[src/hw/rtl/art_pkg.sv]
`timescale 1ns / 1ps
// shared types and constants of the address resolution table
// no dependencies

package art_pkg;

    localparam int TABLE_ENTRIES = 16;
    localparam int HOLD_LIMIT    = 15;

    localparam int IDX_W     = $clog2(TABLE_ENTRIES);
    localparam int HC_W      = $clog2(HOLD_LIMIT + 1);
    localparam int IDX_OUT_W = 4;
    localparam int CNT_OUT_W = 4;

    localparam logic MODE_UPDATE = 1'b0;
    localparam logic MODE_LOOKUP = 1'b1;

    typedef enum logic [1:0] {
        ST_NONE    = 2'd0,
        ST_UPDATED = 2'd1,
        ST_HIT     = 2'd2,
        ST_QUEUED  = 2'd3
    } art_status_t;

    typedef enum logic [1:0] {
        S_IDLE,
        S_SCAN,
        S_LAST,
        S_DECIDE
    } art_state_t;

    typedef struct packed {
        logic        mode;
        logic [31:0] ip_addr;
        logic [47:0] mac_addr;
        logic        create;
        logic [31:0] now_ms;
    } art_req_t;

    typedef struct packed {
        art_status_t          status;
        logic [IDX_OUT_W-1:0] entry_index;
        logic [47:0]          mac_out;
        logic [CNT_OUT_W-1:0] released_count;
        logic [CNT_OUT_W-1:0] dropped_count;
        logic                 hold_overflow;
    } art_rsp_t;

    // one table entry as kept in the entry memory
    typedef struct packed {
        logic [31:0] ip;
        logic [47:0] mac;
        logic [31:0] stamp;
    } art_entry_t;

    typedef struct packed {
        logic             clear;
        logic             eval;
        logic [IDX_W-1:0] idx;
        logic             entry_vld;
    } art_scan_ctl_t;

    typedef struct packed {
        logic             match_found;
        logic [IDX_W-1:0] match_idx;
        logic [47:0]      match_mac;
        logic             free_found;
        logic [IDX_W-1:0] free_idx;
        logic [IDX_W-1:0] old_idx;
    } art_scan_t;

endpackage

[src/hw/rtl/art_scan.sv]
`timescale 1ns / 1ps
// table scan tracker: first match, first free entry and oldest entry
// depends on art_pkg

module art_scan import art_pkg::*;
(
    input  logic          clk,
    input  logic          rst_n,
    input  art_scan_ctl_t ctl,
    input  art_entry_t    entry,
    input  logic [31:0]   key_ip,
    input  logic [31:0]   now_ms,
    output art_scan_t     result
);

    logic             match_found_reg, match_found_next;
    logic [IDX_W-1:0] match_idx_reg, match_idx_next;
    logic [47:0]      match_mac_reg, match_mac_next;
    logic             free_found_reg, free_found_next;
    logic [IDX_W-1:0] free_idx_reg, free_idx_next;
    logic [IDX_W-1:0] old_idx_reg, old_idx_next;
    logic [31:0]      old_age_reg, old_age_next;
    logic [31:0]      age;

    // wrapping age of the entry under evaluation
    assign age = now_ms - entry.stamp;

    always_comb
    begin
        match_found_next = match_found_reg;
        match_idx_next   = match_idx_reg;
        match_mac_next   = match_mac_reg;
        free_found_next  = free_found_reg;
        free_idx_next    = free_idx_reg;
        old_idx_next     = old_idx_reg;
        old_age_next     = old_age_reg;
        if (ctl.clear)
        begin
            match_found_next = 1'b0;
            free_found_next  = 1'b0;
        end
        else if (ctl.eval)
        begin
            if (!match_found_reg && ctl.entry_vld && entry.ip == key_ip)
            begin
                match_found_next = 1'b1;
                match_idx_next   = ctl.idx;
                match_mac_next   = entry.mac;
            end
            if (!free_found_reg && !ctl.entry_vld)
            begin
                free_found_next = 1'b1;
                free_idx_next   = ctl.idx;
            end
            // strict compare keeps the lowest index on a tie
            if (ctl.idx == '0 || age > old_age_reg)
            begin
                old_idx_next = ctl.idx;
                old_age_next = age;
            end
        end
    end

    always_ff @(posedge clk or negedge rst_n)
    begin
        if (!rst_n)
        begin
            match_found_reg <= 1'b0;
            free_found_reg  <= 1'b0;
        end
        else
        begin
            match_found_reg <= match_found_next;
            free_found_reg  <= free_found_next;
        end
    end

    always_ff @(posedge clk)
    begin
        match_idx_reg <= match_idx_next;
        match_mac_reg <= match_mac_next;
        free_idx_reg  <= free_idx_next;
        old_idx_reg   <= old_idx_next;
        old_age_reg   <= old_age_next;
    end

    assign result.match_found = match_found_reg;
    assign result.match_idx   = match_idx_reg;
    assign result.match_mac   = match_mac_reg;
    assign result.free_found  = free_found_reg;
    assign result.free_idx    = free_idx_reg;
    assign result.old_idx     = old_idx_reg;

endmodule

[config.mk]
export PLATFORM = sky130hd
export DESIGN_NAME = art_scan
export DESIGN_NICKNAME = d
export VERILOG_FILES = /design/src/hw/rtl/art_pkg.sv /design/src/hw/rtl/art_scan.sv
export SDC_FILE = /design/constraint.sdc
export NUM_CORES = 1
export LEC_CHECK = 0
export ABC_CLOCK_PERIOD_IN_PS = 4800
export BUFFER_PORTS_ARGS = -buffer_cell sky130_fd_sc_hd__buf_2
export CORE_MARGIN = 1.5
export CORE_UTILIZATION = 44
export DETAILED_ROUTE_END_ITERATION = 7
export PLACE_DENSITY = 0.79
export SETUP_SLACK_MARGIN = 0.2
export SLEW_MARGIN = 10
export SYNTH_ARGS = -nofsm -noshare
export SYNTH_HDL_FRONTEND = slang
export SYNTH_SLANG_ARGS = --single-unit
[constraint.sdc]
create_clock -name clk -period 4.8 [get_ports clk]
set_input_delay 0.48 -clock clk [delete_from_list [all_inputs] [get_ports clk]]
set_output_delay 0.48 -clock clk [all_outputs]
set_load 0.01 [all_outputs]
Yosys cells after proc, flatten, opt, wreduce, memory -nomap -nowiden
Index checks and enable logic that the tools add are counted.
Storage, ports and cells
  output and inout bits: 62
  register bits: 94
  input port bits: 185
Cells by class
  equality and inequality tests: 1
  add/sub/neg operators: 1
  order comparisons: 1
  reductions and logical operators: 16
  bitwise gates (word level): 1
  muxes and demuxes: 6
Operators with widths (count)
  32-bit equality test: 1
  32-bit greater-than comparator: 1
  32-bit subtractor: 1
  3-bit AND reduction: 3
  1-bit two-way mux: 6
  2-bit nonzero test: 3
  4-bit zero test: 1
  2-bit AND reduction: 2
  1-bit logical AND: 3
  1-bit zero test: 3
  1-bit logical OR: 1
  1-bit NOT: 1

Depth between registers and ports, before layout
Gate-level depths: netlist of the first run.
  depth after elaboration: 6
  depth in mapped cells: 19
  depth with buffers taken out: 19

Worst setup path before layout of the first run
Ideal clock, no wire load.
  path kind: input -> register
  from: in now_ms[0]
  to: reg old_age_reg[0] (enable)
  setup time: 0.485 ns
  stages: 19
  slack: -1.948 ns
  required time: 4.315 ns
  arrival: 6.263 ns
  path through: inv_1 ha_1 inv_1 fa_1 a21o_1 a221o_1 a311oi_2 nor2_1 a311oi_2 o41ai_1 xor2_1 ha_1 nand3_1 nor2_1 nand2_1 or2_2 nor2_1 o21ai_0 a21boi_0
On the way
  cells in the longest elaborated chain, start to end: 4
Ends and longest elaborated chain
  start: declaration: line art_scan.sv:12  | input logic [31:0] now_ms,
  32-bit subtractor: line art_scan.sv:26  | assign age = now_ms - entry.stamp;
  net age[30]: line art_scan.sv:23  | logic [31:0] age;
  32-bit greater-than comparator: line art_scan.sv:56  | if (ctl.idx == '0 || age > old_age_reg)
  1-bit logical OR: line art_scan.sv:56
  3-bit AND reduction (no line)
  end signal: assignment: line art_scan.sv:84  | old_age_reg <= old_age_next;
  end: declaration: line art_scan.sv:22  | logic [31:0] old_age_reg, old_age_next;
The timed path passes the listed nets, and every way through them passes these cells.
A chain may end at the register's enable or synchronous reset.

Final worst setup path of the first run
  from: in now_ms[0]
  to: reg old_age_reg[20] (enable)
Same word-level chain as after synthesis.

==> impl_metrics.json, run 1 <==
{
  "status": "complete, no violations",
  "busiest_layer": "met2",
  "yosysWarningCount": 0,
  "seqCellArea_um2": 2813,
  "yosysTopAreaCell": "edfxtp_1",
  "numCtsBuffers": 9,
  "worst_r2r_path_depth": 4,
  "layout-area-overhead-vs-synth_pct": 30.57,
  "cp.required_ns": 4.83,
  "fmax_mhz": 227.9,
  "rsz0062_at_grt": "false",
  "cts.clk_slew.worst_paths_ns": 0.07,
  "hpwl_um": 12100,
  "post_cts_buffers": 0,
  "synth_cell_types": 43,
  "synth-edff-count": 92,
  "drv_cap": 0,
  "grt.overflow.total": 0,
  "clock-skew-final_ns": 0.009961,
  "grt_antenna_before_repair": 2,
  "fin_nets": 1033,
  "syn-num-nets": 786,
  "fin_ws_ns": 0.4112,
  "critPathKind": "primary input to flip-flop",
  "place_congestion": 0.9069,
  "pwr_density_cell_nw_per_um2": 292.0,
  "routedWlPerCell_um": 14.98,
  "timing.rr.end": "match_mac_reg[20]",
  "min_path_type": "primary input to flip-flop",
  "place_ws_ns": 0.1163,
  "grt_pass1_wl_um": 22600,
  "fin_crit_ns": 4.389,
  "synthArstFlopShare_pct": 2.128,
  "synth_area_leaders": "edfxtp_1 (47%), ha_1 (13%), xor2_1 (6.3%)",
  "drt-total-wl_um": 14410,
  "ant_nets": 0,
  "multi_input_area_um2": 2754,
  "placeableCoreArea_um2": 12770,
  "cts_tree": "done",
  "die_height_um": 118.3,
  "die-area_um2": 14000,
  "grt.met2_usage_pct": 37.10,
  "clk_latency_ns": 0.33,
  "rows": 41,
  "total_leakage_power_uw": 0.003641,
  "final-setup-viol-count": 0,
  "vias_per_cell": 5.056,
  "root_buffer": "clkbuf_16",
  "endpoint_kind": "flip-flop",
  "reg2reg_setup_slack_ns": 2.18,
  "cts.sinks": 94,
  "total_power_uw": 2232,
  "final-max-slew-violation-count": 0,
  "tightest_slew_ns": 0.8088,
  "postCtsHoldBufs": 1,
  "grt_usage_pct": 20.33,
  "syn_inst": 537,
  "hold_viol_final": 0,
  "avgSynthCellArea_um2": 10.90,
  "drtIter0Drc": 259,
  "ios": 247,
  "syn_area_um2": 5853,
  "drc": 0,
  "yosysSeqAreaShare_pct": 48.05,
  "cts_resized": 0,
  "fill_cells": 1095,
  "use_met1_pct": 24.05,
  "cts_buffer_depth": 2,
  "cp.arrival_ns": 4.42,
  "slew_headroom_pct": 45.90,
  "firstDrtPassIters": 4,
  "path_max_fanout": 14,
  "grt_pass1_vias": 4605,
  "h-tree-depth": 3,
  "vdd_drop_max_mv": 0.1640,
  "period_share_pct": 91.43,
  "crit_path_end": "old_age_reg[20]",
  "die_x_um": 118.3,
  "initial_core_util_pct": 45.82,
  "r2r-start": "match_found_reg",
  "synth_top_area_share_pct": 47.20,
  "drive_gt1_share_pct": 35.36,
  "synthFlopType": "edfxtp_1",
  "worstSetupStartpoint": "now_ms[0]",
  "largest_reg_flops": 48,
  "ys_ff_latch": 94,
  "fin_setup_tns_ns": 0,
  "met3_usage_pct": 4.585,
  "startpoint_type": "primary input",
  "portBuffers": 246,
  "grt_max_degree": 23,
  "vias": 4864
}
==> cell type report <==
class,instances,area share (%)
clock inverter,7,1.130
clock buffer,9,2.947
multi-input combinational,359,36.03
inverter,68,3.340
timing repair buffer,252,16.90
antenna,1,0.03274
sequential,94,36.80
tap,172,2.816
==> synthesized netlist by cell type (8+ instances only) <==
cell / instances
edfxtp_1: 92
xnor2_1: 20
ha_1: 63
a21o_1: 25
xor2_1: 42
a21oi_1: 37
nor4_1: 9
a211oi_1: 10
nand2_1: 26
inv_1: 68
clkbuf_1: 12
nor2_1: 22
nand4_1: 13
nand3_1: 12
o21ai_0: 20
nor3_1: 8
==> kinds of logic after synthesis <==
kind of cell	after synthesis	synth area share (%)
flip-flops	94	48.05
XOR/XNOR	62	9.277
buffers and inverters	84	5.558
AO/OA/AOI/OAI	128	14.39
AND/OR/NAND/NOR	105	8.914
adder cells (fa/ha/maj)	64	13.81
==> how the worst min path moves through the flow <==
stage / depth (start not counted) / to / start
global placement: 1 / free_found_reg / rst_n
detailed placement: 1 / free_found_reg / rst_n
CTS: 1 / match_mac_reg[7] / entry[39]
finish: 1 / match_mac_reg[2] / entry[34]
floorplan: 0 / free_found_reg / rst_n
global route: 1 / match_mac_reg[2] / entry[34]
==> power by group <==
part	internal [uW]	leakage, uW	switching, uW	total, uW
Sequential	949	0.000861	6.94	956
Clock	374	0.000151	327	700
Combinational	262	0.00263	313	575
==> per-layer routing <==
metal | wire, um | vias up
li1 | - | 2452
met1 | 5859 | 2225
met2 | 7412 | 173
met3 | 1000 | 12
met4 | 121 | 2
met5 | 13 | -
==> per-stage QoR <==
| step | instance area [um^2] | hold slack [ns] | std cells | util (%) |
|---|---|---|---|---|
| after floorplan | 5886 | 0.1844 | 537 | - |
| after global placement | 7318 | 0.2667 | 944 | 57.29 |
| after detailed placement | 7318 | 0.2678 | 944 | 57.29 |
| after CTS | 7640 | 0.3014 | 961 | 59.81 |
| after global routing | 7642 | 0.3026 | 962 | 59.83 |
| final | 7642 | 0.3169 | 962 | 59.83 |
==> placed cells by master, fill, tap and decap left out, types with 3 or more instances in the layout <==
cell type and instances:
buf_2 246, edfxtp_1 92, inv_1 68, ha_1 63, xor2_1 42, a21oi_1 37, nand2_1 26, a21o_1 25
nor2_1 21, xnor2_1 20, o21ai_0 18, nand4_1 13, nand3_1 12, a211oi_1 10, nor4_1 9, clkbuf_16 9
nor3_1 7, and3_1 4, a221oi_1 4, a31oi_1 4, buf_4 4, o211ai_1 3, nand2b_1 3, o21a_1 3
o21bai_1 3, nor4b_1 3, o31ai_1 3, inv_6 3, clkinv_8 3
==> worst max-delay path: stages <==
cell and delay, ns:
buf_2 0.09, inv_1 0.04, ha_1 0.16, inv_1 0.06, fa_2 0.34, a21o_1 0.19
a221o_1 0.36, a311oi_2 0.36, nor2_1 0.12, a311oi_2 0.36, o41ai_2 0.12, xor2_1 0.18
ha_1 0.32, nand3_1 0.09, nor2_1 0.11, nand2_1 0.07, or2_2 0.29, nor2_2 0.17
o21ai_2 0.10, a21boi_4 0.17, buf_4 0.24
Note: power is estimated with default switching activity, not from simulation.
==> run 2: changes to the inputs <==
BUFFER_PORTS_ARGS = not set   (was -buffer_cell sky130_fd_sc_hd__buf_2)
CORE_UTILIZATION = 58   (was 44)
DONT_BUFFER_PORTS = 1   (was not set)
PLACE_DENSITY = 0.78   (was 0.79)
REMOVE_ABC_BUFFERS = 1   (was not set)
SKIP_LAST_GASP = 1   (was not set)
==> impl_metrics.json, run 2 (synthesized netlist as in run 1, its figures left out) <==
{
  "period_share_pct": 90.04,
  "drive_gt1_share_pct": 5.166,
  "drv_cap": 0,
  "min_path_type": "primary input to flip-flop",
  "cts.sinks": 94,
  "vias": 4102,
  "drt-total-wl_um": 13650,
  "path_max_fanout": 20,
  "cp.arrival_ns": 4.40,
  "pwr_density_cell_nw_per_um2": 318.2,
  "largest_reg_flops": 48,
  "hpwl_um": 11080,
  "startpoint_type": "primary input",
  "rsz0062_at_grt": "false",
  "grt_pass1_vias": 3861,
  "place_congestion": 0.9214,
  "initial_core_util_pct": 59.88,
  "grt_antenna_before_repair": 0,
  "placeableCoreArea_um2": 9774,
  "clk_latency_ns": 0.37,
  "vias_per_cell": 6.077,
  "root_buffer": "clkbuf_8",
  "grt_pass1_wl_um": 19950,
  "die_x_um": 103.5,
  "grt.overflow.total": 0,
  "final-setup-viol-count": 0,
  "cts.clk_slew.worst_paths_ns": 0.10,
  "cts_buffer_depth": 2,
  "endpoint_kind": "flip-flop",
  "fin_nets": 786,
  "status": "complete, no violations",
  "final-max-slew-violation-count": 0,
  "drtIter0Drc": 172,
  "fin_crit_ns": 4.322,
  "cts_tree": "done",
  "antenna_cells": 0,
  "total_leakage_power_uw": 0.002597,
  "rows": 36,
  "numCtsBuffers": 9,
  "cp.required_ns": 4.88,
  "layout_commonest_cell": "edfxtp_1",
  "final_cell_mix": "edfxtp_1 (92), inv_1 (68), ha_1 (63)",
  "critPathKind": "primary input to flip-flop",
  "slew_headroom_pct": 53.35,
  "dpl_cell_area_um2": 6013,
  "fmax_mhz": 231.4,
  "grt_max_degree": 50,
  "die_height_um": 103.5,
  "firstDrtPassIters": 4,
  "drc": 0,
  "ant_nets": 0,
  "routedWlPerCell_um": 20.22,
  "h-tree-depth": 3,
  "hold_viol_final": 0,
  "fin_area_um2": 6233,
  "grt_usage_pct": 25.19,
  "layout-area-overhead-vs-synth_pct": 6.499,
  "final_core_util_pct": 63.77,
  "die-area_um2": 10700,
  "vdd_drop_max_mv": 0.1443,
  "ios": 247,
  "portBuffers": 0,
  "clock-skew-final_ns": 0.01234,
  "tightest_slew_ns": 0.6944
}
==> run 2: worst paths after layout <==
check | start | endpoint | slack (ns) | cells past startpoint
min in group asynchronous | rst_n | match_found_reg | 0.34 | 1
max reg2reg | match_found_reg | match_idx_reg[2] | 2.43 | 4
max | now_ms[0] | old_idx_reg[3] | 0.48 | 21
min | ctl[2] | free_idx_reg[1] | 0.20 | 0
min reg2reg | free_found_reg | free_found_reg | 0.62 | 1
max in group asynchronous | rst_n | free_found_reg | 4.34 | 1
==> run 2: per-layer routing <==
layer	GRT usage, %	wire length, um	up-vias
li1	-	-	1959
met1	29.22	5232	1927
met2	42.53	6774	188
met3	7.527	1146	28
met4	12.47	492	0
met5	0	0	-
==> run 2: timing repair <==
action	CTS	global route
hold endpoints to repair	2	0
endpoints found under the setup margin	0	36
buffers inserted	0	1
gates resized for setup	0	0
hold buffers	1	0
==> run 2: area by class of cell <==
cell class / instances / area [um^2]
Clock buffer: 9 / 123.9
Sequential cell: 94 / 2813
Inverter: 68 / 255.2
Clock inverter: 7 / 78.83
Timing Repair Buffer: 5 / 65.06
Multi-Input combinational cell: 359 / 2731
Tap cell: 133 / 166.4
Fill cell: 767 / 3541
==> run 2: power by group <==
group          switching [uW]  internal [uW]
Combinational             283            211
Sequential               9.57            949
Clock                     284            247
Total                     577           1410
==> run 2: per-stage QoR <==
step / hold slack (ns) / instances / setup TNS, ns / total power [uW] / setup WS (ns)
global route: 0.1656 / 675 / 0 / 2105 / 0.2010
detailed placement: 0.1846 / 657 / 0 / 1464 / 0.01063
floorplan: 0.1844 / 521 / -89.85 / 1351 / -1.948
finish: 0.1998 / 675 / 0 / 1984 / 0.4779
CTS: 0.1791 / 674 / 0 / 1995 / 0.3806
global placement: 0.1846 / 657 / 0 / 1441 / 0.1179
==> run 2: critical path, cell delays in order <==
cell      delay [ns]
inv_1           0.03
ha_1            0.15
inv_1           0.05
fa_1            0.40
a21o_1          0.20
a221o_1         0.37
a311oi_2        0.36
nor2_1          0.12
a311oi_2        0.27
buf_4           0.18
o21ai_1         0.06
xor2_1          0.16
ha_1            0.30
nand4_1         0.08
nor2_1          0.09
nand2_1         0.07
or2_2           0.28
nor2_1          0.12
o21ai_0         0.16
a21boi_4        0.26
buf_12          0.20
==> run 3: changes to the inputs <==
ABC_CLOCK_PERIOD_IN_PS = 3950   (was 4800)
CORE_ASPECT_RATIO = 1.1   (was not set)
clock period = 3.95 ns   (was 4.8 ns; I/O delays follow)
==> impl_metrics.json, run 3 (synthesized netlist as in run 1, its figures left out) <==
{
  "cp_num_buf_inv": 6,
  "drc": 20,
  "cp.required_ns": 4.08,
  "r2r-start": "old_age_reg[13]",
  "fin_crit_ns": 4.032,
  "crit_slowest_cell": "a221o_1",
  "vdd_drop_max_mv": 0.1877,
  "grt_antenna_before_repair": 0,
  "period_share_pct": 102.1,
  "layout_commonest_cell": "edfxtp_1",
  "crit_chain": "clkinv_16 -> ha_4 -> inv_2 -> fa_2 -> a21o_1 -> a221o_1 -> a311oi_2 -> nor2_1 -> a311oi_2 -> buf_4 -> o41ai_4 -> xor2_1 -> ha_1 -> buf_4 -> a21o_1 -> a211oi_1 -> o21ai_2 -> nor3_2 -> a21boi_4 -> buf_6 -> buf_12",
  "reg2reg_setup_slack_ns": 1.61,
  "dpl_cell_area_um2": 6485,
  "pwr-share-comb_pct": 30.8,
  "startpoint_type": "primary input",
  "routedWlPerCell_um": 20.25,
  "cts_buffer_depth": 2,
  "drt-total-wl_um": 14900,
  "drive_gt1_share_pct": 17.69,
  "cp.arrival_ns": 4.16,
  "min_path_cells": 0,
  "grt_max_degree": 54,
  "clk_latency_ns": 0.36,
  "clock-skew-final_ns": 0.01350,
  "fmax_mhz": 248.0,
  "cts.sinks": 94,
  "ant_nets": 0,
  "hpwl_um": 11910,
  "ios": 247,
  "final-setup-viol-count": 36,
  "fin_ws_ns": -0.08241,
  "violations": "DRC, setup timing",
  "critPathKind": "primary input to flip-flop",
  "total_leakage_power_uw": 0.002998,
  "drtIter0Drc": 300,
  "grt_pass1_wl_um": 21830,
  "internal_power_uw": 1752,
  "pwr_density_cell_nw_per_um2": 358.7,
  "cts_tree": "done",
  "vias_per_cell": 5.908,
  "root_buffer": "clkbuf_8",
  "grt.overflow.total": 0,
  "cts.clk_slew.worst_paths_ns": 0.09,
  "place_congestion": 0.8831,
  "rows": 38,
  "largest_reg_flops": 48,
  "die-area_um2": 10700,
  "drv_cap": 0,
  "initial_core_util_pct": 59.47,
  "power_frac_seq_pct": 47.0,
  "tightest_slew_ns": 0.6539,
  "min_path_type": "primary input to flip-flop",
  "rsz0062_at_grt": "true",
  "vias": 4348,
  "die_x_um": 98.78,
  "path_delay_family": "compound AO/OA/AOI/OAI gates",
  "firstDrtPassIters": 7,
  "endpoint_kind": "flip-flop",
  "antenna_cells": 0,
  "worst_r2r_path_depth": 10,
  "h-tree-depth": 3,
  "final_cell_mix": "edfxtp_1 (92), buf_4 (69), inv_1 (66)",
  "slew_headroom_pct": 56.07,
  "portBuffers": 0,
  "die_height_um": 108.4,
  "grt_pass1_vias": 4221,
  "fin_area_um2": 6913,
  "hold_viol_final": 0,
  "timing.rr.end": "old_age_reg[26]",
  "layout-area-overhead-vs-synth_pct": 18.11,
  "fin_nets": 860,
  "status": "complete, but fails checks",
  "final-max-slew-violation-count": 0,
  "numCtsBuffers": 9,
  "path_max_fanout": 8,
  "p_switching_uw": 727.0,
  "final_core_util_pct": 70.24,
  "pwr-share-clk_pct": 22.2,
  "worstHoldEndpoint": "old_idx_reg[2]",
  "placeableCoreArea_um2": 9842,
  "holdCritStartpoint": "ctl[3]",
  "grt_usage_pct": 27.19,
  "switching_share_pct": 29.32,
  "slowest_delay_ns": 0.34,
  "fill_cells": 693
}
run 3: cell types whose count changed in the layout (fill, tap and decap cells not counted), moves of 2 or more:
cell / delta
buf_4: +67
buf_16: +3
clkbuf_1: +2
clkinv_1: +2
o21ai_2: +2
buf_6: +4
o21ai_0: -2
clkinvlp_4: -2
inv_1: -2
run 3: routing by layer:
layer	vias up	track usage, %	part of all wire (%)
met1	2024	30.60	39
met3	19	8.016	8.2
li1	2101	-	-
met2	204	48.77	51
met5	-	0	0
met4	0	10.31	2.3
run 3: cell type report:
cell class,count,area (um^2),area share (%)
multi-input cells,359,2808,40.62
well taps,120,150.1,2.172
inverters,68,281.5,4.072
repair buffers,79,695.7,10.06
clock inverters,5,33.78,0.4887
clock buffers,11,131.4,1.900
flip-flops and latches,94,2813,40.69
run 3: per-stage QoR:
step,instances,power (uW),hold slack (ns),setup WS (ns),setup TNS (ns)
2_1_floorplan,521,1641,0.09941,-2.713,-157.93
3_3_place_gp,709,1840,0.09982,-0.5811,-20.67
3_5_place_dp,709,1871,0.09987,-0.6676,-23.74
4_1_cts,735,2462,0.1115,-0.02260,-0.5422
5_1_grt,736,2606,0.1061,-0.2888,-10.15
6_report,736,2479,0.1221,-0.08241,-2.638
run 3: power by group through the flow:
stage / Clock [uW] / Combinational, uW / Sequential (uW)
after floorplan: 0 / 452 / 1190
after global placement: 0 / 652 / 1190
after detailed placement: 0 / 681 / 1190
after CTS: 555 / 741 / 1170
after global routing: 591 / 846 / 1170
final: 549 / 764 / 1170
run 3: worst max path at each step:
stage               slack [ns]         endpoint  startpoint  cells past startpoint
floorplan                -2.71   old_age_reg[0]   now_ms[0]                     19
global placement         -0.58   old_age_reg[5]   now_ms[0]                     20
detailed placement       -0.67   old_age_reg[5]   now_ms[0]                     20
CTS                      -0.02  old_age_reg[26]   now_ms[0]                     23
global route             -0.29  old_age_reg[26]   now_ms[0]                     21
finish                   -0.08  old_age_reg[26]   now_ms[0]                     21
run 3: worst reg2reg max path: cells and delay by family (launching register included):
kind	cells	cell delay (ns)
buffers and inverters	3	0.33
and+or+nand+nor	2	0.46
adders and majority gates	1	0.30
AOI/OAI and AO/OA	4	0.59
DFF	1	0.35
run 3: what timing repair did:
action                                  in CTS  in global routing
hold endpoints to repair                     2                  0
gates cloned                                 3                  0
setup buffers                                6                  1
resized for setup                           24                  7
pin swaps                                   16                 16
endpoints found under the setup margin      36                 36
hold buffers                                 1                  0
